==> config.mk <==
export PLATFORM = sky130hd
export DESIGN_NAME = decimal_text_to_fixed_core
export DESIGN_NICKNAME = d
export VERILOG_FILES = /design/src/dttf_pkg.sv /design/src/decimal_text_to_fixed_core.sv
export SDC_FILE = /design/constraint.sdc
export NUM_CORES = 1
export LEC_CHECK = 0
export BUFFER_PORTS_ARGS = -buffer_cell sky130_fd_sc_hd__buf_4
export CAP_MARGIN = 20
export CORE_UTILIZATION = 50
export DETAILED_ROUTE_END_ITERATION = 8
export PLACE_DENSITY = 0.67
export SETUP_SLACK_MARGIN = 0.02
export SLEW_MARGIN = 20
export SYNTH_ARGS = -nofsm -noshare
export SYNTH_HDL_FRONTEND = slang
export SYNTH_SLANG_ARGS = --single-unit
export TNS_END_PERCENT = 50
==> constraint.sdc <==
create_clock -name aclk -period 16.85 [get_ports aclk]
set_input_delay 0.8425 -clock aclk [delete_from_list [all_inputs] [get_ports aclk]]
set_output_delay 0.8425 -clock aclk [all_outputs]
set_load 0.05 [all_outputs]
==> src/dttf_pkg.sv <==
// Package for the decimal text to fixed-point converter: widths, character
// codes and the power-of-ten divisor table. No dependencies.
`timescale 1ns / 1ps
`default_nettype none

package dttf_pkg;

    // Number format
    localparam int FRAC_BITS       = 16;
    localparam int INT_BITS        = 31;
    localparam int MAX_FRAC_DIGITS = 9;

    // Field and register widths
    localparam int CH_W    = 8;
    localparam int VALUE_W = 48;
    localparam int WHOLE_W = INT_BITS;
    localparam int FDIG_W  = 30;                        // 10^9 - 1 fits
    localparam int FCNT_W  = 4;
    localparam int DIV_W   = 30;                        // 10^9 fits
    localparam int MAG_W   = WHOLE_W + FRAC_BITS + 1;
    localparam int STEP_W  = $clog2(FRAC_BITS + 1);
    localparam int PHASE_W = 3;

    localparam logic [WHOLE_W-1:0] WHOLE_MAX = {WHOLE_W{1'b1}};
    localparam logic [MAG_W-1:0]   POS_MAX   = MAG_W'((64'd1 << (VALUE_W - 1)) - 64'd1);
    localparam logic [MAG_W-1:0]   NEG_MAX   = MAG_W'(64'd1 << (VALUE_W - 1));
    localparam logic [FCNT_W-1:0]  FCNT_MAX  = FCNT_W'(MAX_FRAC_DIGITS);

    // Character codes
    localparam logic [CH_W-1:0] CH_ZERO  = 8'd48;
    localparam logic [CH_W-1:0] CH_NINE  = 8'd57;
    localparam logic [CH_W-1:0] CH_DOT   = 8'h2E;
    localparam logic [CH_W-1:0] CH_PLUS  = 8'h2B;
    localparam logic [CH_W-1:0] CH_MINUS = 8'h2D;
    localparam logic [CH_W-1:0] CH_TAB   = 8'd9;
    localparam logic [CH_W-1:0] CH_CR    = 8'd13;
    localparam logic [CH_W-1:0] CH_SPACE = 8'd32;

    // 10^n for n = 0..9; larger counts clamp to 10^9
    function automatic logic [DIV_W-1:0] pow10(input logic [FCNT_W-1:0] n);
        logic [DIV_W-1:0] p;
        case (n)
            4'd0:    p = 30'd1;
            4'd1:    p = 30'd10;
            4'd2:    p = 30'd100;
            4'd3:    p = 30'd1000;
            4'd4:    p = 30'd10000;
            4'd5:    p = 30'd100000;
            4'd6:    p = 30'd1000000;
            4'd7:    p = 30'd10000000;
            4'd8:    p = 30'd100000000;
            default: p = 30'd1000000000;
        endcase
        return p;
    endfunction

endpackage

`default_nettype wire

==> src/decimal_text_to_fixed_core.sv <==
// Decimal text to signed Q.16 fixed-point converter, top level.
// Depends on dttf_pkg.
//
//  channel | dir | tdata                   | tuser        | tlast
//  s_      | in  | [7:0] ch                 | -            | last character
//  m_      | out | [47:0] value (signed)    | [0] saturated| -
//
// Each character is parsed in the cycle it is transferred.
// A character with tlast starts a restoring divide of the fraction digits by
// 10^count, one quotient bit per cycle, then the final state builds the
// magnitude and sign.
// s_tready is low while the divider runs and during the final state.
// The result sits in an output register; the final state waits on m_tready
// only if the previous result has not been taken.
// aresetn is synchronous; it clears the parser and drops m_tvalid.
`timescale 1ns / 1ps
`default_nettype none

module decimal_text_to_fixed_core (
    input  wire logic        aclk,
    input  wire logic        aresetn,
    input  wire logic        s_tvalid,
    output logic             s_tready,
    input  wire logic [7:0]  s_tdata,   // [7:0] ch
    input  wire logic        s_tlast,
    output logic             m_tvalid,
    input  wire logic        m_tready,
    output logic [47:0]      m_tdata,   // [47:0] value
    output logic [0:0]       m_tuser    // [0] saturated
);

    // Sequencer states
    localparam logic [1:0] ST_IDLE  = 2'd0;
    localparam logic [1:0] ST_DIV   = 2'd1;
    localparam logic [1:0] ST_FINAL = 2'd2;

    // Parser phases
    localparam logic [dttf_pkg::PHASE_W-1:0] PH_SPACE = 3'd0;
    localparam logic [dttf_pkg::PHASE_W-1:0] PH_SIGN  = 3'd1;
    localparam logic [dttf_pkg::PHASE_W-1:0] PH_INT   = 3'd2;
    localparam logic [dttf_pkg::PHASE_W-1:0] PH_FRAC  = 3'd3;
    localparam logic [dttf_pkg::PHASE_W-1:0] PH_DONE  = 3'd4;

    logic [1:0]                        state_reg, state_next;
    logic [dttf_pkg::PHASE_W-1:0]      phase_reg, phase_next;
    logic                              neg_reg, neg_next;
    logic [dttf_pkg::WHOLE_W-1:0]      whole_reg, whole_next;
    logic                              ovf_reg, ovf_next;
    logic [dttf_pkg::FDIG_W-1:0]       fdv_reg, fdv_next;
    logic [dttf_pkg::FCNT_W-1:0]       fcnt_reg, fcnt_next;
    logic [dttf_pkg::DIV_W-1:0]        rem_reg, rem_next;
    logic [dttf_pkg::DIV_W-1:0]        divisor_reg, divisor_next;
    logic [dttf_pkg::FRAC_BITS-1:0]    quo_reg, quo_next;
    logic [dttf_pkg::STEP_W-1:0]       step_reg, step_next;
    logic                              m_tvalid_reg, m_tvalid_next;
    logic [dttf_pkg::VALUE_W-1:0]      value_reg, value_next;
    logic                              sat_reg, sat_next;

    logic                              s_xfer;
    logic                              is_digit, is_space;
    logic [3:0]                        digit;
    logic [dttf_pkg::WHOLE_W+3:0]      whole_sum;
    logic [dttf_pkg::FDIG_W-1:0]       frac_sum;
    logic [dttf_pkg::DIV_W:0]          rem_dbl;
    logic                              rem_ge;
    logic [dttf_pkg::FRAC_BITS-1:0]    frac_q;
    logic [dttf_pkg::MAG_W-1:0]        max_mag, mag_sum, mag_sel;
    logic                              fin_sat;
    logic                              out_free;

    assign s_tready = (state_reg == ST_IDLE);
    assign s_xfer   = s_tvalid && s_tready;
    assign out_free = !m_tvalid_reg || m_tready;

    // Character classes and digit arithmetic (x10 as shift-add)
    always_comb begin
        is_digit  = s_tdata inside {[dttf_pkg::CH_ZERO:dttf_pkg::CH_NINE]};
        is_space  = s_tdata inside {[dttf_pkg::CH_TAB:dttf_pkg::CH_CR], dttf_pkg::CH_SPACE};
        digit     = s_tdata[3:0];
        whole_sum = ({4'd0, whole_reg} << 3) + ({4'd0, whole_reg} << 1)
                  + {{dttf_pkg::WHOLE_W{1'b0}}, digit};
        frac_sum  = (fdv_reg << 3) + (fdv_reg << 1)
                  + {{(dttf_pkg::FDIG_W-4){1'b0}}, digit};
    end

    // Divider step: one restoring subtract per cycle
    always_comb begin
        rem_dbl = {rem_reg, 1'b0};
        rem_ge  = (rem_dbl >= {1'b0, divisor_reg});
    end

    // Final magnitude, clamp and sign
    always_comb begin
        frac_q  = ovf_reg ? {dttf_pkg::FRAC_BITS{1'b1}} : quo_reg;
        max_mag = neg_reg ? dttf_pkg::NEG_MAX : dttf_pkg::POS_MAX;
        mag_sum = ({1'b0, whole_reg, {dttf_pkg::FRAC_BITS{1'b0}}})
                + {{(dttf_pkg::MAG_W-dttf_pkg::FRAC_BITS){1'b0}}, frac_q};
        fin_sat = ovf_reg;
        mag_sel = mag_sum;
        if (({1'b0, whole_reg}) > (max_mag >> dttf_pkg::FRAC_BITS)) begin
            mag_sel = max_mag;
            fin_sat = 1'b1;
        end else if (mag_sum > max_mag) begin
            mag_sel = max_mag;
            fin_sat = 1'b1;
        end
    end

    // Parser and sequencer
    always_comb begin
        state_next    = state_reg;
        phase_next    = phase_reg;
        neg_next      = neg_reg;
        whole_next    = whole_reg;
        ovf_next      = ovf_reg;
        fdv_next      = fdv_reg;
        fcnt_next     = fcnt_reg;
        rem_next      = rem_reg;
        divisor_next  = divisor_reg;
        quo_next      = quo_reg;
        step_next     = step_reg;
        m_tvalid_next = m_tvalid_reg && !m_tready;
        value_next    = value_reg;
        sat_next      = sat_reg;

        case (state_reg)
            ST_IDLE: begin
                if (s_xfer) begin
                    // one character of the field
                    case (phase_reg)
                        PH_SPACE: begin
                            if (is_space) begin
                                phase_next = PH_SPACE;
                            end else if (s_tdata == dttf_pkg::CH_PLUS
                                         || s_tdata == dttf_pkg::CH_MINUS) begin
                                neg_next   = (s_tdata == dttf_pkg::CH_MINUS);
                                phase_next = PH_SIGN;
                            end else if (is_digit) begin
                                phase_next = PH_INT;
                            end else if (s_tdata == dttf_pkg::CH_DOT) begin
                                phase_next = PH_FRAC;
                            end else begin
                                phase_next = PH_DONE;
                            end
                        end
                        PH_SIGN: begin
                            if (is_digit) begin
                                phase_next = PH_INT;
                            end else begin
                                neg_next   = 1'b0;
                                phase_next = PH_DONE;
                            end
                        end
                        PH_INT: begin
                            if (is_digit) begin
                                phase_next = PH_INT;
                            end else if (s_tdata == dttf_pkg::CH_DOT) begin
                                phase_next = PH_FRAC;
                            end else begin
                                phase_next = PH_DONE;
                            end
                        end
                        PH_FRAC: begin
                            if (is_digit) begin
                                if (fcnt_reg < dttf_pkg::FCNT_MAX) begin
                                    fdv_next  = frac_sum;
                                    fcnt_next = fcnt_reg + 1'b1;
                                end
                            end else begin
                                phase_next = PH_DONE;
                            end
                        end
                        default: phase_next = PH_DONE;
                    endcase

                    // integer digit accumulate with saturation
                    if (is_digit && !ovf_reg
                        && (phase_reg == PH_SPACE || phase_reg == PH_SIGN
                            || phase_reg == PH_INT)) begin
                        if (whole_sum > {4'd0, dttf_pkg::WHOLE_MAX}) begin
                            whole_next = dttf_pkg::WHOLE_MAX;
                            ovf_next   = 1'b1;
                        end else begin
                            whole_next = whole_sum[dttf_pkg::WHOLE_W-1:0];
                        end
                    end

                    // end of field: load the divider
                    if (s_tlast) begin
                        rem_next     = fdv_next;
                        divisor_next = dttf_pkg::pow10(fcnt_next);
                        quo_next     = '0;
                        step_next    = dttf_pkg::STEP_W'(dttf_pkg::FRAC_BITS);
                        state_next   = ST_DIV;
                    end
                end
            end
            ST_DIV: begin
                if (rem_ge) begin
                    rem_next = dttf_pkg::DIV_W'(rem_dbl - {1'b0, divisor_reg});
                end else begin
                    rem_next = rem_dbl[dttf_pkg::DIV_W-1:0];
                end
                quo_next  = {quo_reg[dttf_pkg::FRAC_BITS-2:0], rem_ge};
                step_next = step_reg - 1'b1;
                if (step_reg == dttf_pkg::STEP_W'(1)) begin
                    state_next = ST_FINAL;
                end
            end
            ST_FINAL: begin
                if (out_free) begin
                    m_tvalid_next = 1'b1;
                    value_next    = neg_reg ? dttf_pkg::VALUE_W'(~mag_sel + 1'b1)
                                            : dttf_pkg::VALUE_W'(mag_sel);
                    sat_next      = fin_sat;
                    // parser back to its initial state
                    phase_next    = PH_SPACE;
                    neg_next      = 1'b0;
                    whole_next    = '0;
                    ovf_next      = 1'b0;
                    fdv_next      = '0;
                    fcnt_next     = '0;
                    state_next    = ST_IDLE;
                end
            end
            default: state_next = ST_IDLE;
        endcase
    end

    // Registers
    always_ff @(posedge aclk) begin
        if (!aresetn) begin
            state_reg    <= ST_IDLE;
            phase_reg    <= PH_SPACE;
            neg_reg      <= 1'b0;
            whole_reg    <= '0;
            ovf_reg      <= 1'b0;
            fdv_reg      <= '0;
            fcnt_reg     <= '0;
            step_reg     <= '0;
            m_tvalid_reg <= 1'b0;
        end else begin
            state_reg    <= state_next;
            phase_reg    <= phase_next;
            neg_reg      <= neg_next;
            whole_reg    <= whole_next;
            ovf_reg      <= ovf_next;
            fdv_reg      <= fdv_next;
            fcnt_reg     <= fcnt_next;
            step_reg     <= step_next;
            m_tvalid_reg <= m_tvalid_next;
        end
    end

    // Datapath registers, no reset
    always_ff @(posedge aclk) begin
        rem_reg     <= rem_next;
        divisor_reg <= divisor_next;
        quo_reg     <= quo_next;
        value_reg   <= value_next;
        sat_reg     <= sat_next;
    end

    assign m_tvalid   = m_tvalid_reg;
    assign m_tdata    = value_reg;
    assign m_tuser[0] = sat_reg;

endmodule

`default_nettype wire

==> flow_summary.ini, run 1 <==
[timing]
holdWs_ns = 0.4778
tightest_slew_ns = 1.066
skew_ns = 0.01126
fmax_mhz = 145.8
fin_crit_ns = 6.857
rsz0062_at_grt = false
hold_viol = 0
finalSetupTns_ns = 0
layout_setup_ws_ns = 9.993
setup_violations = 0
drv_slew = 0
fin_crit_sh_pct = 40.69
max-slew-margin-rel_pct = 28.95

[hold_path]
min_delay_path_depth = 2
min_to = fdv_reg[29]
min-delay-start = fdv_reg[29]
hp-class = reg -> reg

[critical_path]
crit_type = reg -> reg
cp.arrival_ns = 7.03
worst-path-max-fanout = 85
critPathMaxStageDelay_ns = 0.73
reg2reg_to = m_tdata[38]
regToRegSetupSlack_ns = 9.99
worst-r2r-cell-count = 20
cp_top_family = simple AND/OR/NAND/NOR gates
rr_startpoint = neg_reg
crit_chain = buf_4 > inv_1 > ha_1 > nand4_1 > a2111oi_0 > a21oi_1 > a2111o_1 > nand2_1 > nand2b_1 > nor2_1 > ha_1 > nand4_1 > nand2b_1 > or3_1 > nor3_1 > nand2_1 > or2_2 > o41ai_1 > xor2_1 > nand2_1
slowest_stage = buf_4
worst_path_most_repeated_cell = nand2_1
cp-start-kind = register
cp_num_buf_inv = 2
required_ns = 17.02
cp-end-kind = register

[pwr]
power.leakage_nw = 7.940
p_per_area_nw_per_um2 = 63.53
vdd_drop_max_uv = 71.41

[global_routing]
grt-ovfl-total = 0
antenna_found_initial = 0
grt_max_degree = 86
grt_pass1_wl_mm = 67.24
use_met2_pct = 43.55
grt_pass1_vias = 13063
use_met1_pct = 32.55
grtUsageTotal_pct = 25.52
busiest_layer = met2
use_met3_pct = 3.517

[layout]
utilization_pct = 55.07
final_cell_area_um2 = 17330
nFillCells = 2859
multiInputGateArea_um2 = 10290
drive_gt1_share_pct = 8.652
antenna_cells = 0
seqCellArea_um2 = 5109
nets = 2091
largest_reg_flops = 48
mostFrequentLayoutCells = nand2_1 (221), ha_1 (202), a21oi_1 (160)
layout_commonest_cell = nand2_1
area_delta_synth_final_pct = 8.625

[yosys]
synth.largest_area_cell = edfxtp_1
synth_area_leaders = edfxtp_1 (22%), ha_1 (16%), dfxtp_1 (9.8%), nand2_1 (5.2%), a21oi_1 (5.0%)
yosysTopAreaCellShare_pct = 22.20
synth-simple-area-share_pct = 19.27
yosysSeqAreaShare_pct = 31.99
ys_types = 69
synth_top_family_by_area = compound AO/OA/AOI/OAI gates
syn_nets = 2074
synth_xor_area_share_pct = 5.214
synth-edff-count = 118
async_flop_share_pct = 0
synth_compound_area_share_pct = 21.60
synthAdderAreaFrac_pct = 16.47
syn_area_per_cell_um2 = 8.607
synth-main-ff-cell = edfxtp_1
synth_cells = 1854
ys_ff_latch = 196
yosys_warnings = 0
synth_area_um2 = 15960
synthMuxAreaShare_pct = 1.796

[placed_design]
dpl_cell_area_um2 = 16760
routabilityCongestion = 0.9040
port_buffers = 63
dp_slack_ns = 10.13
dp_hpwl_mm = 30.26

[clocking]
ctsResizeCount = 0
clk_pin_slew_worst_paths_ns = 0.08
cts_tree = built
clockRootBuffer = clkbuf_16
clock_tree.buffer_depth = 2
clkLatencyLatePin_ns = 0.45
clock-sinks = 196
post-cts-setup-buffers = 0
hold_buffers = 0
cts_buffers = 17
htreeDepth = 4

[die]
dieArea_um2 = 32630
die_h_um = 180.7
ioPinCount = 64
rows = 65
core_um2 = 31470
die_w_um = 180.7
start_util_pct = 50.70

[drt]
wl_per_cell_um = 18.14
drt_wl_total_mm = 41.48
drc = 0
antenna_left = 0
initialDrtViolationCount = 896
vias = 13846
vias_per_cell = 6.057
dr.pass1.iters = 6

[job]
cap_violations = 0

[run_status]
status = completed
[where the power goes]
| group | internal [mW] | switching (mW) |
|---|---|---|
| clock | 0.215 | 0.193 |
| sequential | 0.525 | 0.0135 |
| combinational | 0.0589 | 0.0967 |
[worst max-delay path by stage]
stage | from | end | depth (start not counted)
floorplan | neg_reg | m_tdata[38] | 23
global placement | neg_reg | m_tdata[38] | 20
detailed placement | neg_reg | m_tdata[42] | 20
CTS | neg_reg | m_tdata[42] | 20
global route | neg_reg | m_tdata[42] | 20
finish | neg_reg | m_tdata[38] | 20
[area by class of cell]
cell class | instances | area share, %
clock inverters | 11 | 0.6063
well taps | 402 | 2.902
flip-flops and latches | 196 | 29.47
multi-input cells | 1505 | 59.39
clock buffers | 21 | 2.663
repair buffers | 78 | 3.378
inverters | 73 | 1.588
[per-stage QoR]
step           power, mW  cells
2_1_floorplan     0.6625   1854
3_3_place_gp      0.6991   2254
3_5_place_dp      0.7021   2254
4_1_cts            1.106   2286
5_1_grt            1.144   2286
6_report           1.101   2286
[kinds of logic (layout without fill, tap and decap cells)]
group	after synthesis	after routing
DFF	196	196
xor gates and xnor gates	95	95
buffers and inverters	153	183
adders and majority gates	207	207
muxes	27	27
and+or+nand+nor	637	637
AOI/OAI and AO/OA	539	539
[synthesized netlist by cell type (6+ instances only)]
| library cell | n |
|---|---|
| o2111ai_1 | 7 |
| a21o_1 | 56 |
| o31ai_1 | 15 |
| nand2_1 | 222 |
| o21a_1 | 15 |
| o22ai_1 | 6 |
| o21bai_1 | 16 |
| a211oi_1 | 29 |
| nand4_1 | 22 |
| a21boi_0 | 14 |
| and3_1 | 13 |
| inv_1 | 73 |
| or4_1 | 8 |
| or2_2 | 23 |
| clkbuf_1 | 72 |
| o211ai_1 | 7 |
| edfxtp_1 | 118 |
| ha_1 | 202 |
| mux2i_1 | 14 |
| or3_1 | 20 |
| a22oi_1 | 15 |
| dfxtp_1 | 78 |
| a31oi_1 | 38 |
| mux2_2 | 13 |
| nor2_1 | 130 |
| nor2b_1 | 34 |
| a21oi_1 | 160 |
| and2_1 | 41 |
| o41ai_1 | 8 |
| nand3_1 | 38 |
| xnor2_1 | 45 |
| nor3_1 | 35 |
| xor2_1 | 50 |
| o21ai_0 | 106 |
| nand2b_1 | 24 |
| nor4_1 | 6 |
[tightest hold or removal path: cells and delay by family (launching register included)]
kind	cells	cell delay, ns
compound gates	1	0.06
flops	1	0.32
simple gates	1	0.06
[metal layers]
metal | up-vias | part of all wire, %
met1 | 6582 | 45
met2 | 353 | 48
met5 | - | 0
met4 | 0 | 3.1
met3 | 70 | 4.4
li1 | 6841 | -
Power figures use the tool's default switching activity.
==> run 2: changes to the inputs <==
--- a/config.mk
+++ b/config.mk
@@ -5,6 +5,7 @@
 export SDC_FILE = /design/constraint.sdc
 export NUM_CORES = 1
 export LEC_CHECK = 0
+export ABC_AREA = 1
 export BUFFER_PORTS_ARGS = -buffer_cell sky130_fd_sc_hd__buf_4
 export CAP_MARGIN = 20
 export CORE_UTILIZATION = 50
==> constraint.sdc (replaced) <==
create_clock -name aclk -period 6.86 [get_ports aclk]
set_input_delay 0.343 -clock aclk [delete_from_list [all_inputs] [get_ports aclk]]
set_output_delay 0.343 -clock aclk [all_outputs]
set_load 0.05 [all_outputs]
==> flow_summary.ini, run 2 <==
[run_status]
status = completed

[critical_path]
cp-end-kind = register
regToRegSetupSlack_ns = 2.35
cp_num_buf_inv = 2
critPathMaxStageDelay_ns = 0.67
slowest_stage = dfxtp_4
worst_path_most_repeated_cell = nand2_1
cp.arrival_ns = 4.72
required_ns = 7.07
crit_chain = buf_4 > ha_1 > a21oi_1 > nor2_1 > nor2_1 > nand2_1 > nand2_1 > nand2_1 > nand2_1 > nand3_1 > nand2_1 > buf_4 > nand2_1 > nor2_1 > ha_1 > nand4_1 > nor2_1 > nand2_2 > nor2_1 > nand3_1 > nand2_1 > nand2_1 > nand2_1 > nand2_1
crit_cells = 24
worst-r2r-cell-count = 24
worst-path-max-fanout = 51
cp-start-kind = register
cp_top_family = simple AND/OR/NAND/NOR gates
crit_type = reg -> reg

[die]
dieArea_um2 = 35000
die_h_um = 187.1
die_w_um = 187.1
core_um2 = 33620
start_util_pct = 50.96
ioPinCount = 64
rows = 67

[pwr]
p_comb_share_pct = 17.9
vdd_drop_max_uv = 196.5
p_int_mw = 1.954
swShare_pct = 30.74
p_switching_mw = 0.8673
power.leakage_nw = 9.234
pwr-share-clk_pct = 35.2
p_per_area_nw_per_um2 = 152.0
pwr-share-seq_pct = 46.9
power_mw = 2.821

[timing]
fin_crit_sh_pct = 65.79
hold_viol = 0
fmax_mhz = 221.6
finalSetupTns_ns = 0
holdWs_ns = 0.1598
tightest_slew_ns = 1.103
setup_violations = 0
drv_slew = 0
skew_ns = 0.01647
fin_crit_ns = 4.513
rsz0062_at_grt = false
max-slew-margin-rel_pct = 25.69

[clocking]
ctsResizeCount = 0
post-cts-setup-buffers = 0
clk_pin_slew_worst_paths_ns = 0.07
clock_tree.buffer_depth = 2
cts_tree = built
htreeDepth = 4
cts_buffers = 17
clkLatencyLatePin_ns = 0.46
hold_buffers = 0
clockRootBuffer = clkbuf_16
clock-sinks = 196

[placed_design]
port_buffers = 63
routabilityCongestion = 0.9510
dp_hpwl_mm = 38.81
dpl_cell_area_um2 = 17990

[job]
cap_violations = 0

[global_routing]
antenna_found_initial = 6
grt_pass1_wl_mm = 79.21
grt-ovfl-total = 0
grt_max_degree = 70
grtUsageTotal_pct = 28.52
grt_pass1_vias = 15131

[layout]
mostFrequentLayoutCells = nand2_1 (584), inv_1 (288), nor2_1 (266)
drive_gt1_share_pct = 6.884
multiInputGateArea_um2 = 10600
area_delta_synth_final_pct = 8.349
nFillCells = 3286
seqCellArea_um2 = 5109
largest_reg_flops = 48
layout_commonest_cell = nand2_1
final_cell_area_um2 = 18560
nets = 2662

[drt]
wl_per_cell_um = 17.07
vias_per_cell = 5.575
vias = 16189
drc = 0
drt_wl_total_mm = 49.57
antenna_left = 0
dr.pass1.iters = 7
initialDrtViolationCount = 1540

[yosys]
syn_nets = 2628
synth_area_leaders = edfxtp_1 (21%), ha_1 (15%), nand2_1 (13%), dfxtp_1 (9.1%), a21oi_1 (6.4%)
yosysSeqAreaShare_pct = 29.80
synth-main-ff-cell = edfxtp_1
ys_types = 53
synth-edff-count = 118
async_flop_share_pct = 0
synth.largest_area_cell = edfxtp_1
synth_most_common_cell = nand2_1
synth_cells = 2408
yosysTopAreaCellShare_pct = 20.69
syn_area_per_cell_um2 = 7.114
synth_area_um2 = 17130
yosys_warnings = 0
ys_ff_latch = 196
synth_common_cells = nand2_1 (584), inv_1 (290), nor2_1 (270)

[hold_path]
min_delay_path_depth = 2
hp-class = in -> reg
[run 2: cell types whose count changed after synthesis, moves of 33 or more]
cell,before,now
nand2_1,222,584
inv_1,73,290
nor2_1,130,270
nand3_1,38,107
a21oi_1,160,219
a21o_1,56,9
nand4_1,22,66
and2_1,41,0
nor2b_1,34,0
clkbuf_1,72,39
[run 2: per-stage QoR]
step / worst slack, ns / util, % / instances
finish: 2.347 / 55.21 / 2904
global route: 1.980 / 55.21 / 2903
CTS: 2.430 / 55.21 / 2903
detailed placement: 2.440 / 53.53 / 2871
global placement: 2.527 / 53.53 / 2871
floorplan: 2.232 / - / 2408
[run 2: logic make-up (layout without fill, tap and decap cells)]
kind of cell | after synthesis | after routing | share of synthesized area, %
xor+xnor | 102 | 102 | 5.215
compound gates | 429 | 429 | 13.70
buf+inv | 364 | 411 | 8.429
fa+ha+maj | 207 | 207 | 15.34
simple gates | 1110 | 1110 | 27.51
other cells | 0 | 1 | 0
flops | 196 | 196 | 29.80
[run 2: cell type report]
type	instances	share of cell area [%]
Clock inverter	14	0.7281
Sequential cell	196	27.52
Tap cell	448	3.020
Antenna cell	1	0.01348
Multi-Input combinational cell	1848	57.09
Clock buffer	18	2.312
Timing Repair Buffer	81	3.276
Inverter	298	6.033
[run 2: power groups by stage]
stage | clock [mW] | sequential [mW] | combinational, mW
after floorplan | 0 | 1.34 | 0.363
after global placement | 0 | 1.35 | 0.491
after detailed placement | 0 | 1.35 | 0.495
after CTS | 1.02 | 1.32 | 0.499
after global routing | 1.06 | 1.33 | 0.562
final | 0.994 | 1.32 | 0.504
[run 2: path summary, 6_finish.rpt]
check,startpoint,to
max,neg_reg,m_tdata[44]
min,aresetn,m_tvalid
max reg2reg,neg_reg,m_tdata[44]
min reg2reg,fdv_reg[29],fdv_reg[29]
[run 2: per-layer routing]
| layer | global-route usage, % | share of wire (%) | vias to the layer above |
|---|---|---|---|
| met2 | 43.64 | 43 | 542 |
| met4 | 6.747 | 1.5 | 10 |
| met5 | 0 | 0.11 | - |
| met3 | 6.229 | 7.7 | 59 |
| met1 | 40.77 | 48 | 7463 |
| li1 | - | - | 8115 |
